File: src/rtl/sha256_pkg.sv
`timescale 1ns / 1ps
// ----------------------------------------------------------------------------
// SHA-256 package
// Round constants, initial vector, shared types and helper functions.
// ----------------------------------------------------------------------------
package sha256_pkg;

   localparam int QueueDepth = 4;

   typedef logic [31:0] word_type;

   // beat handed from the front end to the compression engine
   typedef struct packed {
      logic [7:0] data;
      logic       valid_byte;
      logic       last;
   } cmd_type;

   function automatic word_type round_k(input logic [5:0] r);
      word_type k;
      unique case (r)
         6'd0: k = 32'h428a2f98; 6'd1: k = 32'h71374491; 6'd2: k = 32'hb5c0fbcf;
         6'd3: k = 32'he9b5dba5; 6'd4: k = 32'h3956c25b; 6'd5: k = 32'h59f111f1;
         6'd6: k = 32'h923f82a4; 6'd7: k = 32'hab1c5ed5; 6'd8: k = 32'hd807aa98;
         6'd9: k = 32'h12835b01; 6'd10: k = 32'h243185be; 6'd11: k = 32'h550c7dc3;
         6'd12: k = 32'h72be5d74; 6'd13: k = 32'h80deb1fe; 6'd14: k = 32'h9bdc06a7;
         6'd15: k = 32'hc19bf174; 6'd16: k = 32'he49b69c1; 6'd17: k = 32'hefbe4786;
         6'd18: k = 32'h0fc19dc6; 6'd19: k = 32'h240ca1cc; 6'd20: k = 32'h2de92c6f;
         6'd21: k = 32'h4a7484aa; 6'd22: k = 32'h5cb0a9dc; 6'd23: k = 32'h76f988da;
         6'd24: k = 32'h983e5152; 6'd25: k = 32'ha831c66d; 6'd26: k = 32'hb00327c8;
         6'd27: k = 32'hbf597fc7; 6'd28: k = 32'hc6e00bf3; 6'd29: k = 32'hd5a79147;
         6'd30: k = 32'h06ca6351; 6'd31: k = 32'h14292967; 6'd32: k = 32'h27b70a85;
         6'd33: k = 32'h2e1b2138; 6'd34: k = 32'h4d2c6dfc; 6'd35: k = 32'h53380d13;
         6'd36: k = 32'h650a7354; 6'd37: k = 32'h766a0abb; 6'd38: k = 32'h81c2c92e;
         6'd39: k = 32'h92722c85; 6'd40: k = 32'ha2bfe8a1; 6'd41: k = 32'ha81a664b;
         6'd42: k = 32'hc24b8b70; 6'd43: k = 32'hc76c51a3; 6'd44: k = 32'hd192e819;
         6'd45: k = 32'hd6990624; 6'd46: k = 32'hf40e3585; 6'd47: k = 32'h106aa070;
         6'd48: k = 32'h19a4c116; 6'd49: k = 32'h1e376c08; 6'd50: k = 32'h2748774c;
         6'd51: k = 32'h34b0bcb5; 6'd52: k = 32'h391c0cb3; 6'd53: k = 32'h4ed8aa4a;
         6'd54: k = 32'h5b9cca4f; 6'd55: k = 32'h682e6ff3; 6'd56: k = 32'h748f82ee;
         6'd57: k = 32'h78a5636f; 6'd58: k = 32'h84c87814; 6'd59: k = 32'h8cc70208;
         6'd60: k = 32'h90befffa; 6'd61: k = 32'ha4506ceb; 6'd62: k = 32'hbef9a3f7;
         default: k = 32'hc67178f2;
      endcase
      return k;
   endfunction

   function automatic word_type init_hash(input logic [2:0] i);
      word_type h;
      unique case (i)
         3'd0: h = 32'h6a09e667; 3'd1: h = 32'hbb67ae85;
         3'd2: h = 32'h3c6ef372; 3'd3: h = 32'ha54ff53a;
         3'd4: h = 32'h510e527f; 3'd5: h = 32'h9b05688c;
         3'd6: h = 32'h1f83d9ab; default: h = 32'h5be0cd19;
      endcase
      return h;
   endfunction

   function automatic word_type ror(input word_type v, input int s);
      return (v >> s) | (v << (32 - s));
   endfunction

endpackage

File: src/rtl/sha256_if.sv
`timescale 1ns / 1ps
// ----------------------------------------------------------------------------
// SHA-256 stream interfaces
// Valid/ready channels for message bytes and digest words.
// ----------------------------------------------------------------------------
interface sha256_req_if;
   logic       valid;
   logic       ready;
   logic [7:0] message_byte;
   logic       byte_valid;
   logic       last_byte;
   modport source (output valid, message_byte, byte_valid, last_byte, input ready);
   modport sink (input valid, message_byte, byte_valid, last_byte, output ready);
endinterface

interface sha256_rsp_if;
   logic        valid;
   logic        ready;
   logic [31:0] digest_word;
   logic [2:0]  word_index;
   logic        last_word;
   modport source (output valid, digest_word, word_index, last_word, input ready);
   modport sink (input valid, digest_word, word_index, last_word, output ready);
endinterface

File: src/rtl/sha256_front.sv
`timescale 1ns / 1ps
// ----------------------------------------------------------------------------
// SHA-256 front end
// Accepts beats, drops idle ones and queues the rest for the engine.
// ----------------------------------------------------------------------------
module sha256_front #(
   parameter int Depth = sha256_pkg::QueueDepth
) (
   input  logic                 clock,
   input  logic                 reset,
   sha256_req_if.sink           req,
   output sha256_pkg::cmd_type  cmd,
   output logic                 cmd_valid,
   input  logic                 cmd_pop
);
   localparam int AW = (Depth > 1) ? $clog2(Depth) : 1;

   sha256_pkg::cmd_type q_ff [Depth];
   logic [AW-1:0] wr_ff, wr_in, rd_ff, rd_in;
   logic [AW:0]   cnt_ff, cnt_in;
   logic          push;

   assign req.ready = (cnt_ff != (AW+1)'(Depth));
   // idle beats are swallowed here
   assign push      = req.valid && req.ready && (req.byte_valid || req.last_byte);
   assign cmd_valid = (cnt_ff != '0);
   assign cmd       = q_ff[rd_ff];

   // pointer update
   always_comb begin
      wr_in  = wr_ff;
      rd_in  = rd_ff;
      cnt_in = cnt_ff;
      if (push) begin
         wr_in = (wr_ff == AW'(Depth-1)) ? '0 : wr_ff + 1'b1;
      end
      if (cmd_pop) begin
         rd_in = (rd_ff == AW'(Depth-1)) ? '0 : rd_ff + 1'b1;
      end
      if (push && !cmd_pop) begin
         cnt_in = cnt_ff + 1'b1;
      end else if (!push && cmd_pop) begin
         cnt_in = cnt_ff - 1'b1;
      end
   end

   always_ff @(posedge clock) begin
      if (reset) begin
         wr_ff  <= '0;
         rd_ff  <= '0;
         cnt_ff <= '0;
      end else begin
         wr_ff  <= wr_in;
         rd_ff  <= rd_in;
         cnt_ff <= cnt_in;
      end
   end

   always_ff @(posedge clock) begin
      if (push) begin
         q_ff[wr_ff] <= '{data: req.message_byte, valid_byte: req.byte_valid,
                          last: req.last_byte};
      end
   end
endmodule

File: src/rtl/sha256_engine.sv
`timescale 1ns / 1ps
// ----------------------------------------------------------------------------
// SHA-256 engine
// Packs bytes into blocks, pads, runs one round per cycle, emits the digest.
// ----------------------------------------------------------------------------
module sha256_engine (
   input  logic                 clock,
   input  logic                 reset,
   input  sha256_pkg::cmd_type  cmd,
   input  logic                 cmd_valid,
   output logic                 cmd_pop,
   sha256_rsp_if.source         rsp
);
   localparam logic [2:0] S_FILL  = 3'd0;
   localparam logic [2:0] S_PAD   = 3'd1;
   localparam logic [2:0] S_ROUND = 3'd2;
   localparam logic [2:0] S_FOLD  = 3'd3;
   localparam logic [2:0] S_OUT   = 3'd4;

   logic [2:0]  st_ff, st_in;
   sha256_pkg::word_type buf_ff [16];
   sha256_pkg::word_type w_ff [16];
   sha256_pkg::word_type h_ff [8];
   sha256_pkg::word_type v_ff [8];
   logic [60:0] total_ff;
   logic [5:0]  fill_ff;
   logic [5:0]  rnd_ff;
   logic        final_ff;   // block in flight ends the message
   logic        extra_ff;   // a length-only block follows
   logic        pend_ff;    // last beat closed a full block, padding block follows
   logic [2:0]  oidx_ff;

   sha256_pkg::word_type wt, s0, s1, x15, x2, t1, t2, e, a;
   logic [3:0] ri;
   logic       len_here;    // this padding block carries the bit length
   logic [63:0] bit_len;

   assign len_here = extra_ff || (fill_ff < 6'd56);
   assign bit_len  = {total_ff, 3'd0};

   // message schedule and round datapath
   always_comb begin
      ri  = rnd_ff[3:0];
      x15 = w_ff[4'(ri + 4'd1)];
      x2  = w_ff[4'(ri + 4'd14)];
      s0  = sha256_pkg::ror(x15, 7) ^ sha256_pkg::ror(x15, 18) ^ (x15 >> 3);
      s1  = sha256_pkg::ror(x2, 17) ^ sha256_pkg::ror(x2, 19) ^ (x2 >> 10);
      wt  = (rnd_ff < 6'd16) ? w_ff[ri] : w_ff[ri] + s0 + w_ff[4'(ri + 4'd9)] + s1;
      e   = v_ff[4];
      a   = v_ff[0];
      t1  = v_ff[7] + (sha256_pkg::ror(e, 6) ^ sha256_pkg::ror(e, 11)
            ^ sha256_pkg::ror(e, 25)) + ((e & v_ff[5]) ^ (~e & v_ff[6]))
            + sha256_pkg::round_k(rnd_ff) + wt;
      t2  = (sha256_pkg::ror(a, 2) ^ sha256_pkg::ror(a, 13) ^ sha256_pkg::ror(a, 22))
            + ((a & v_ff[1]) ^ (a & v_ff[2]) ^ (v_ff[1] & v_ff[2]));
   end

   assign cmd_pop         = (st_ff == S_FILL) && cmd_valid;
   assign rsp.valid       = (st_ff == S_OUT);
   assign rsp.digest_word = h_ff[oidx_ff];
   assign rsp.word_index  = oidx_ff;
   assign rsp.last_word   = (oidx_ff == 3'd7);

   always_comb begin
      st_in = st_ff;
      unique case (st_ff)
         S_FILL: begin
            if (cmd_valid) begin
               if (cmd.valid_byte && fill_ff == 6'd63) begin
                  st_in = S_ROUND;
               end else if (cmd.last) begin
                  st_in = S_PAD;
               end
            end
         end
         S_PAD:   st_in = S_ROUND;
         S_ROUND: st_in = (rnd_ff == 6'd63) ? S_FOLD : S_ROUND;
         S_FOLD: begin
            if (extra_ff || pend_ff) begin
               st_in = S_PAD;
            end else if (final_ff) begin
               st_in = S_OUT;
            end else begin
               st_in = S_FILL;
            end
         end
         S_OUT:   st_in = (rsp.ready && oidx_ff == 3'd7) ? S_FILL : S_OUT;
         default: st_in = S_FILL;
      endcase
   end

   always_ff @(posedge clock) begin
      if (reset) begin
         st_ff    <= S_FILL;
         total_ff <= '0;
         fill_ff  <= '0;
         rnd_ff   <= '0;
         final_ff <= 1'b0;
         extra_ff <= 1'b0;
         pend_ff  <= 1'b0;
         oidx_ff  <= '0;
         for (int i = 0; i < 8; i++) h_ff[i] <= sha256_pkg::init_hash(3'(i));
      end else begin
         st_ff <= st_in;
         unique case (st_ff)
            // byte packing; a full block starts the rounds
            S_FILL: begin
               if (cmd_valid) begin
                  if (cmd.valid_byte) begin
                     if (fill_ff[1:0] == 2'd0) begin
                        buf_ff[fill_ff[5:2]] <= {cmd.data, 24'd0};
                     end else begin
                        buf_ff[fill_ff[5:2]] <= buf_ff[fill_ff[5:2]]
                           | (32'(cmd.data) << (5'(3 - fill_ff[1:0]) * 5'd8));
                     end
                     fill_ff  <= fill_ff + 6'd1;
                     total_ff <= total_ff + 61'd1;
                  end
                  final_ff <= cmd.last;
                  if (cmd.valid_byte && fill_ff == 6'd63) begin
                     for (int i = 0; i < 15; i++) w_ff[i] <= buf_ff[i];
                     w_ff[15] <= {buf_ff[15][31:8], cmd.data};
                     for (int i = 0; i < 8; i++) v_ff[i] <= h_ff[i];
                     rnd_ff   <= '0;
                     extra_ff <= 1'b0;
                     pend_ff  <= cmd.last;
                  end
               end
            end
            // padding block, built straight into the schedule window
            S_PAD: begin
               for (int i = 0; i < 16; i++) begin
                  if (len_here && i >= 14) begin
                     w_ff[i] <= (i == 14) ? bit_len[63:32] : bit_len[31:0];
                  end else if (extra_ff || 4'(i) > fill_ff[5:2]) begin
                     w_ff[i] <= '0;
                  end else if (4'(i) < fill_ff[5:2]) begin
                     w_ff[i] <= buf_ff[i];
                  end else begin
                     unique case (fill_ff[1:0])
                        2'd0: w_ff[i] <= 32'h8000_0000;
                        2'd1: w_ff[i] <= {buf_ff[i][31:24], 24'h80_0000};
                        2'd2: w_ff[i] <= {buf_ff[i][31:16], 16'h8000};
                        default: w_ff[i] <= {buf_ff[i][31:8], 8'h80};
                     endcase
                  end
               end
               extra_ff <= !len_here;
               pend_ff  <= 1'b0;
               final_ff <= 1'b1;
               fill_ff  <= '0;
               rnd_ff   <= '0;
               for (int i = 0; i < 8; i++) v_ff[i] <= h_ff[i];
            end
            // one round per cycle
            S_ROUND: begin
               if (rnd_ff >= 6'd16) w_ff[ri] <= wt;
               for (int i = 7; i > 0; i--) begin
                  if (i != 4) v_ff[i] <= v_ff[i-1];
               end
               v_ff[4] <= v_ff[3] + t1;
               v_ff[0] <= t1 + t2;
               rnd_ff  <= rnd_ff + 6'd1;
            end
            S_FOLD: begin
               for (int i = 0; i < 8; i++) h_ff[i] <= h_ff[i] + v_ff[i];
               if (final_ff && !extra_ff) oidx_ff <= '0;
            end
            // digest words, then back to the initial vector
            S_OUT: begin
               if (rsp.ready) begin
                  oidx_ff <= oidx_ff + 3'd1;
                  if (oidx_ff == 3'd7) begin
                     for (int i = 0; i < 8; i++) h_ff[i] <= sha256_pkg::init_hash(3'(i));
                     total_ff <= '0;
                     fill_ff  <= '0;
                     final_ff <= 1'b0;
                  end
               end
            end
            default: ;
         endcase
      end
   end
endmodule

File: src/rtl/sha256_message_hasher_unit.sv
`timescale 1ns / 1ps
// Byte beats are taken at one per cycle into a small queue while it has room; the engine packs one
// byte per cycle while filling and runs 64 rounds and a fold on each full block.
// A last beat is followed by a padding block, and by a length-only block as well when
// the padding spills past the end of the block, then eight digest words leave at
// one per cycle under backpressure.
// Synchronous reset restores the initial vector and clears counts and queue.
// ----------------------------------------------------------------------------
// SHA-256 message hasher
// Front end queue feeding a round-per-cycle compression engine.
// ----------------------------------------------------------------------------
module sha256_message_hasher_unit #(
   parameter int QueueDepth = sha256_pkg::QueueDepth
) (
   input  logic         clock,
   input  logic         reset,
   sha256_req_if.sink   req,
   sha256_rsp_if.source rsp
);
   sha256_pkg::cmd_type cmd;
   logic                cmd_valid;
   logic                cmd_pop;

   sha256_front #(.Depth(QueueDepth)) u_front (
      .clock, .reset, .req, .cmd, .cmd_valid, .cmd_pop
   );

   sha256_engine u_engine (
      .clock, .reset, .cmd, .cmd_valid, .cmd_pop, .rsp
   );
endmodule

File: src/flat_wrapper.sv
// flat-port wrapper written by rule: the top's interface ports become plain ports
module sha256_message_hasher_unit_flat 
#(
   parameter int QueueDepth = sha256_pkg::QueueDepth
)
  (clock, reset, req_valid, req_message_byte, req_byte_valid, req_last_byte, req_ready, rsp_valid, rsp_digest_word, rsp_word_index, rsp_last_word, rsp_ready);
  sha256_req_if req_i ();
  sha256_rsp_if rsp_i ();
  input  logic clock;
  input  logic reset;
  input wire logic [$bits(req_i.valid)-1:0] req_valid;
  input wire logic [$bits(req_i.message_byte)-1:0] req_message_byte;
  input wire logic [$bits(req_i.byte_valid)-1:0] req_byte_valid;
  input wire logic [$bits(req_i.last_byte)-1:0] req_last_byte;
  output wire logic [$bits(req_i.ready)-1:0] req_ready;
  output wire logic [$bits(rsp_i.valid)-1:0] rsp_valid;
  output wire logic [$bits(rsp_i.digest_word)-1:0] rsp_digest_word;
  output wire logic [$bits(rsp_i.word_index)-1:0] rsp_word_index;
  output wire logic [$bits(rsp_i.last_word)-1:0] rsp_last_word;
  input wire logic [$bits(rsp_i.ready)-1:0] rsp_ready;
  assign req_i.valid = req_valid;
  assign req_i.message_byte = req_message_byte;
  assign req_i.byte_valid = req_byte_valid;
  assign req_i.last_byte = req_last_byte;
  assign req_ready = req_i.ready;
  assign rsp_valid = rsp_i.valid;
  assign rsp_digest_word = rsp_i.digest_word;
  assign rsp_word_index = rsp_i.word_index;
  assign rsp_last_word = rsp_i.last_word;
  assign rsp_i.ready = rsp_ready;
  sha256_message_hasher_unit #(.QueueDepth(QueueDepth)) u_core (.clock(clock), .reset(reset), .req(req_i), .rsp(rsp_i));
endmodule
File: config.mk
export PLATFORM = sky130hd
export DESIGN_NAME = sha256_message_hasher_unit_flat
export DESIGN_NICKNAME = d
export VERILOG_FILES = /design/src/rtl/sha256_pkg.sv /design/src/rtl/sha256_if.sv /design/src/rtl/sha256_front.sv /design/src/rtl/sha256_engine.sv /design/src/rtl/sha256_message_hasher_unit.sv /design/src/flat_wrapper.sv
export SDC_FILE = /design/constraint.sdc
export NUM_CORES = 2
export LEC_CHECK = 0
export ABC_AREA = 0
export ABC_CLOCK_PERIOD_IN_PS = 14400
export BUFFER_PORTS_ARGS = -buffer_cell sky130_fd_sc_hd__buf_2
export CAP_MARGIN = 20
export CORE_MARGIN = 5
export CORE_UTILIZATION = 52
export CTS_BUF_LIST = sky130_fd_sc_hd__clkbuf_8 sky130_fd_sc_hd__clkbuf_16
export DETAILED_ROUTE_END_ITERATION = 6
export PLACE_DENSITY_LB_ADDON = 0.3
export SYNTH_ARGS = -nofsm -noshare
export SYNTH_HDL_FRONTEND = slang
export SYNTH_SLANG_ARGS = --single-unit
File: constraint.sdc
create_clock -name clock -period 14.4 [get_ports clock]
set_input_delay 2.16 -clock clock [delete_from_list [all_inputs] [get_ports clock]]
set_output_delay 2.16 -clock clock [all_outputs]
set_load 0.05 [all_outputs]
After elaboration in Yosys (flattened, before gate mapping)
Memory sizes are Yosys's and may differ from the RTL's. A register that Yosys moved wholly into a read port is not among the register bits.
Cells that the tools add are included.
- bits of input ports: 14
- ROM bits: 2048
- bits in registers: 89
- RAM bits: 1576
- logic and storage cells: 1055
- bits in latches: 0
- output and inout port bits: 38
- memories kept: 6
- memory list (name ; words ; width ; rd ports ; clocked after memory_dff ; write ports ; line ; RTL):
    (no name shown) ; 64 ; 32 ; 1 ; 1 ; 0 ; sha256_pkg.sv:21 ; unique case (r)
    u_core.u_engine.buf_ff ; 16 ; 32 ; 17 ; 1 ; 1 ; sha256_engine.sv:21 ; sha256_pkg::word_type buf_ff [16];
    u_core.u_engine.w_ff ; 16 ; 32 ; 4 ; 1 ; 16 ; sha256_engine.sv:22 ; sha256_pkg::word_type w_ff [16];
    u_core.u_engine.h_ff ; 8 ; 32 ; 9 ; 1 ; 8 ; sha256_engine.sv:23 ; sha256_pkg::word_type h_ff [8];
    u_core.u_engine.v_ff ; 8 ; 32 ; 8 ; 0 ; 8 ; sha256_engine.sv:24 ; sha256_pkg::word_type v_ff [8];
    u_core.u_front.q_ff ; 4 ; 10 ; 1 ; 1 ; 1 ; sha256_front.sv:18 ; sha256_pkg::cmd_type q_ff [Depth];
- magnitude comparators: 35
- div/mod/pow operators: 0
- add/sub/neg operators: 30
- bitwise logic cells: 159
- mux-type cells: 745
- equality and inequality tests: 19
- shifts and indexed selects: 1
- multipliers: 0
- reduce and logical (&&, ||, !) cells: 49
- operator list (operator ; count):
    32-bit 2-to-1 mux ; 173
    32-bit adder ; 18
    1-bit 2-to-1 mux ; 531
    32-bit bitwise XOR ; 9
    61-bit 2-to-1 mux ; 4
    32-bit bitwise AND ; 5
    1-bit OR ; 131
    61-bit one-hot mux with 2 select lines ; 1
    61-bit by 1-bit adder with 61-bit output (second input constant) ; 1
    6-bit 2-to-1 mux ; 8
    3-bit 2-to-1 mux ; 12
    6-bit one-hot mux with 3 select lines ; 2
    4-bit > comparator (first input constant) ; 8
    4-bit < comparator (first input constant) ; 8
    32-bit NOT ; 1
    10-bit by 32-bit OR with 32-bit output ; 1
    13-bit by 32-bit OR with 32-bit output ; 1
    14-bit by 32-bit OR with 32-bit output ; 1
    15-bit by 32-bit OR with 32-bit output ; 1
    19-bit by 32-bit OR with 32-bit output ; 1
    21-bit by 32-bit OR with 32-bit output ; 1
    25-bit by 32-bit OR with 32-bit output ; 1
    26-bit by 32-bit OR with 32-bit output ; 1
    30-bit by 32-bit OR with 32-bit output ; 1
    other kinds (50) ; 117

Longest topological paths before layout
- depth after elaboration: 14
- mapped depth: 62
- mapped depth without buffers: 53

Hierarchy
Synthesis repeated with hierarchy kept, for this count alone.
- cells, all modules: 9836
- area, all modules: 110817.5 um^2
- by module, submodules not included (module ; times used ; cells each ; area each (um^2) ; seq. area each (um^2)):
    sha256_engine ; 1 ; 9734 ; 108903.2 ; 47345.4
    sha256_front ; 1 ; 102 ; 1914.3 ; 1381.3

Least setup slack after synthesis
Ideal clock, no wire load.
- path kind: register -> register
- start: register u_core.u_engine.rnd_ff[0]
- end: memory u_core.u_engine.v_ff[0][29] (netlist name), data pin
- slack: -0.055 ns
- setup time: 0.267 ns
- required time: 14.133 ns
- path buffers: 10
- clock period less this slack: 14.455 ns
- cell stages (with the launch flop): 60
- arrival: 14.188 ns
- cell sequence: dfxtp_1 buf_4 buf_2 buf_1 buf_1 clkbuf_1 inv_1 ha_1 buf_1 clkbuf_1 clkbuf_1 clkbuf_1 mux4_2 mux4_2 xnor2_1 xnor2_1 fa_1 inv_1 [24 not listed] a211oi_1 o21bai_1 a21oi_1 xnor2_1 inv_1 fa_1 inv_1 ha_1 o21ai_0 nor3_1 nor2_1 o41ai_1 a221oi_1 o21bai_1 a21o_1 a21oi_1 xor2_1 o21ai_0
- RTL lines (element ; line ; RTL):
    start: declaration ; sha256_engine.sv:27 ; logic [5:0] rnd_ff;
    start signal: assignment ; sha256_engine.sv:163 ; rnd_ff <= rnd_ff + 6'd1;
    end: declaration ; sha256_engine.sv:24 ;

==> impl_summary.txt <==
----------------------------------------------------
[Timing]
  Setup Total Neg Slack ... 0 ps
  Final max-slew violation count ... 0
  Fmax ... 72.7 MHz
  Slew at the pin closest to its max-slew limit ... 1360 ps
  Final clock skew ... 88.9 ps
  Crit path time final ... around 14,000 ps
  RSZ-0062 raised after global routing ... no
  Number of hold violations in the final report ... 0
  Max transition margin ... 9.09%
  Setup violations, final ... 0
  Final worst-path cycle share ... a little over nine tenths

[Clock network]
  Sink Count ... about 1,700
  CTS tree ... done
  Total CTS buffers ... 188
  Clock input transition at the sequential cells of the worst setup and hold paths ... approximately 60 ps
  Insertion delay to the later sink of the worst-skew pair ... 930 ps
  Buffers from clock root to sink, at most ... 3
  Post-CTS Hold Buffers ... 0
  Buffer type at the clock tree root ... sky130_fd_sc_hd__clkbuf_16
  H-tree depth ... 4

[Synthesis]
  Share of the yosys chip area belonging to registers ... 44.1%
  Count of flip-flops with a built-in enable after synthesis ... 1,448
  Synth area leaders ... sky130_fd_sc_hd__edfxtp_1 (39%), sky130_fd_sc_hd__mux4_2 (15%), sky130_fd_sc_hd__nand2_1 (4.8%)
  Dominant register cell in the synthesized netlist ... sky130_fd_sc_hd__edfxtp_1
  Area share of the largest cell type after synthesis ... 39.3%
  Syn avg cell area ... 11.4 µm²
  Yosys Warn Count ... 0
  Count of cell types in the netlist ... 82
  Most instantiated cells after synthesis ... sky130_fd_sc_hd__edfxtp_1 (1,448), sky130_fd_sc_hd__nand2_1 (1,411), sky130_fd_sc_hd__mux4_2 (744)
  Synthesized cell area ... 111,000 µm²
  Async SR Flop Fraction ... 0%
  Cell accounting for the most synthesized area ... sky130_fd_sc_hd__edfxtp_1
  Most frequent cell after synthesis ... sky130_fd_sc_hd__edfxtp_1
  Post-Syn Instances ... about 9,700
  Post-Synthesis Net Count ... 10,352
  Number of flip-flops and latches in the synthesized netlist ... approximately 1,700

[GRT]
  Number of global-route vias before repair ... about 86,000
  Number of antenna violations at the first check in global routing ... 19
  GR Overflow Total ... 0
  Maximum number of pins on one net before global-route repair ... 162
  Wire length of the first global-routing pass ... 638 mm
  Total global routing track utilization ... roughly 40%

[Floorplanning]
  Initial core utilization ... 52.2%
  Die Ht ... 471 µm
  Core area ... 212,000 µm²
  Die Area ... 222,000 µm²
  Chip Width ... 471 µm
  Cell row count ... between 150 and 200
  # IOs ... 52

[Finish]
  Count of filler cells inserted in the layout ... about 17,000
  Total area of multi-input combinational cells ... 58,600 µm²
  Proportion of layout cells with a drive suffix above 1 ... 15.8%
  Final-stage net count ... 10,260
  Layout Utilization ... about 57%
  Area taken by flip-flops and latches ... 48,800 µm²
  Synth-to-Final Area Change ... 9.79%

[Routing]
  Final wirelength ... roughly 460 mm
  Routed wire length per instance ... 36.0 µm
  Remaining routing DRC violations ... 3
  DRC violation total after the first TritonRoute iteration ... between 10,000 and 15,000
  First-pass iteration count of the detailed router ... 6
  Post-DR vias/cell ... between 7 and 8
  Via count of the routed design ... ~90,000
  Number of nets still failing antenna checks after routing ... 0

[Setup path]
  Cell seen most often among critical-path stages ... sky130_fd_sc_hd__fa_1
  Worst setup path category ... register to register
  Cell with the largest stage delay on the worst path ... sky130_fd_sc_hd__mux4_2
  Max stage delay on crit path ... 610 ps
  CP Data Arrival Time ... 14,350 ps
  Largest fanout on the critical path ... 44
  Critical Path Start Type ... register
  Endpoint required time on the critical path ... 15,010 ps
  Worst Setup End Kind ... register

[Place]
  DPL Wire Length ... 328 mm
  Final weighted congestion in routability-driven placement ... 1.07
  Number of buffers added on ports ... 51

[Job]
  Max capacitance violation total ... 0

[Status]
  Status ... finished, violations left
  Failing checks ... DRC

[Hold path]
  Classification of the worst-slack hold path ... register to register

----------------------------------------------------
==> layer usage <==
layer / GRT usage [%] / up-vias / part of all wire [%]
li1: - / 36325 / -
met1: 47.8 / 44168 / 33
met2: 59.2 / 7841 / 43
met3: 14.8 / 1864 / 14
met4: 29.8 / 22 / 9.4
met5: 0.519 / - / 0.096
==> sequential cells by signal (all words and copies together), names as in the netlist, named ones only <==
name                            count
u_core.u_engine.buf_ff            512
u_core.u_engine.w_ff              512
u_core.u_engine.h_ff              256
u_core.u_engine.v_ff              256
u_core.u_engine.total_ff           61
u_core.u_front.q_ff                40
u_core.u_engine.fill_ff             6
u_core.u_engine.rnd_ff              6
u_core.u_engine.rsp.word_index      3
u_core.u_engine.st_ff               3
u_core.u_front.cnt_ff               3
u_core.u_front.rd_ff                2
u_core.u_front.wr_ff                2
u_core.u_engine.extra_ff            1
u_core.u_engine.final_ff            1
u_core.u_engine.pend_ff             1
==> logic make-up after synthesis <==
kind of cell	Yosys count	synth area share, %
simple gates	2685	10.5
xor+xnor	626	4.99
fa+ha+maj	609	8.21
buf+inv	1033	3.52
flops	1710	44.1
compound gates	2233	12.7
mux	838	16.1
==> final cells by class <==
cell class                 count  share of cell area (%)
tap                         2821                    2.91
sequential                  1710                    40.2
multi-input combinational   6991                    48.3
clock buffer                 196                    3.98
timing repair buffer         325                    2.02
antenna                       35                  0.0722
clock inverter               157                    1.26
inverter                     426                    1.32
==> path summary, 6_finish.rpt <==
path                                   from                     endpoint  slack [ps]  cells after the start
setup / recovery  u_core.u_engine.rnd_ff[1]  u_core.u_engine.v_ff[0][29]         650                     45
hold / removal      u_core.u_front.rd_ff[1]                     register         480                      2
setup reg to reg  u_core.u_engine.rnd_ff[1]  u_core.u_engine.v_ff[0][29]         650                     45
hold reg to reg     u_core.u_front.rd_ff[1]                     register         480                      2
==> worst max-delay path: cells and delay by family (launching register included) <==
family,cells,cell delay (ps)
buffers and inverters,7,1140
muxes,2,1010
DFF,1,600
xor gates and xnor gates,4,790
AOI/OAI and AO/OA,18,4750
and+or+nand+nor,4,610
adders and majority gates,10,4450
==> stage by stage <==
step / cells / cell area (µm²) / hold WS [ps] / worst slack (ps)
floorplan: 9734 / 111000 / 445 / 162
global placement: 12262 / 115000 / 467 / 867
detailed placement: 12267 / 115000 / 478 / 753
CTS: 12620 / 121000 / 486 / 728
global route: 12630 / 121000 / 516 / 33.0
finish: 12661 / 121000 / 484 / 654
==> cells in the final DEF, fill, tap and decap left out, types with 30 or more instances in the layout <==
cell                        instances
sky130_fd_sc_hd__or3_1             42
sky130_fd_sc_hd__o21a_1            68
sky130_fd_sc_hd__buf_2             51
sky130_fd_sc_hd__inv_1            474
sky130_fd_sc_hd__a21oi_1          547
sky130_fd_sc_hd__o21bai_1          58
sky130_fd_sc_hd__nand2b_1          68
sky130_fd_sc_hd__ha_1             407
sky130_fd_sc_hd__and2_1            40
sky130_fd_sc_hd__nand2_1         1398
sky130_fd_sc_hd__dfxtp_1          251
sky130_fd_sc_hd__a22o_1           159
sky130_fd_sc_hd__a221oi_1          56
sky130_fd_sc_hd__clkinv_2          30
sky130_fd_sc_hd__o21ai_0          669
sky130_fd_sc_hd__xor2_1           233
sky130_fd_sc_hd__nor3_1           105
sky130_fd_sc_hd__diode_2           35
sky130_fd_sc_hd__nand3_1          173
sky130_fd_sc_hd__mux2_2            63
sky130_fd_sc_hd__nor2_1           548
sky130_fd_sc_hd__a211oi_1          59
sky130_fd_sc_hd__edfxtp_1        1448
sky130_fd_sc_hd__o211ai_1          56
sky130_fd_sc_hd__clkbuf_16        189
sky130_fd_sc_hd__and3_1            45
sky130_fd_sc_hd__xnor2_1          385
sky130_fd_sc_hd__nor2b_1           53
sky130_fd_sc_hd__mux4_2           744
sky130_fd_sc_hd__fa_1             196
sky130_fd_sc_hd__a31oi_1           81
sky130_fd_sc_hd__a21o_1           218
sky130_fd_sc_hd__buf_4            259
sky130_fd_sc_hd__nand4_1           52
==> what timing repair did <==
item / in CTS / in global routing
buffers inserted: 0 / 0
endpoints found under the setup margin: 0 / 2
resized for setup: 0 / 1
Power is left out: the tool's default activity adds up to more than one toggle a clock period on the data nets, which glitch-free logic cannot reach.
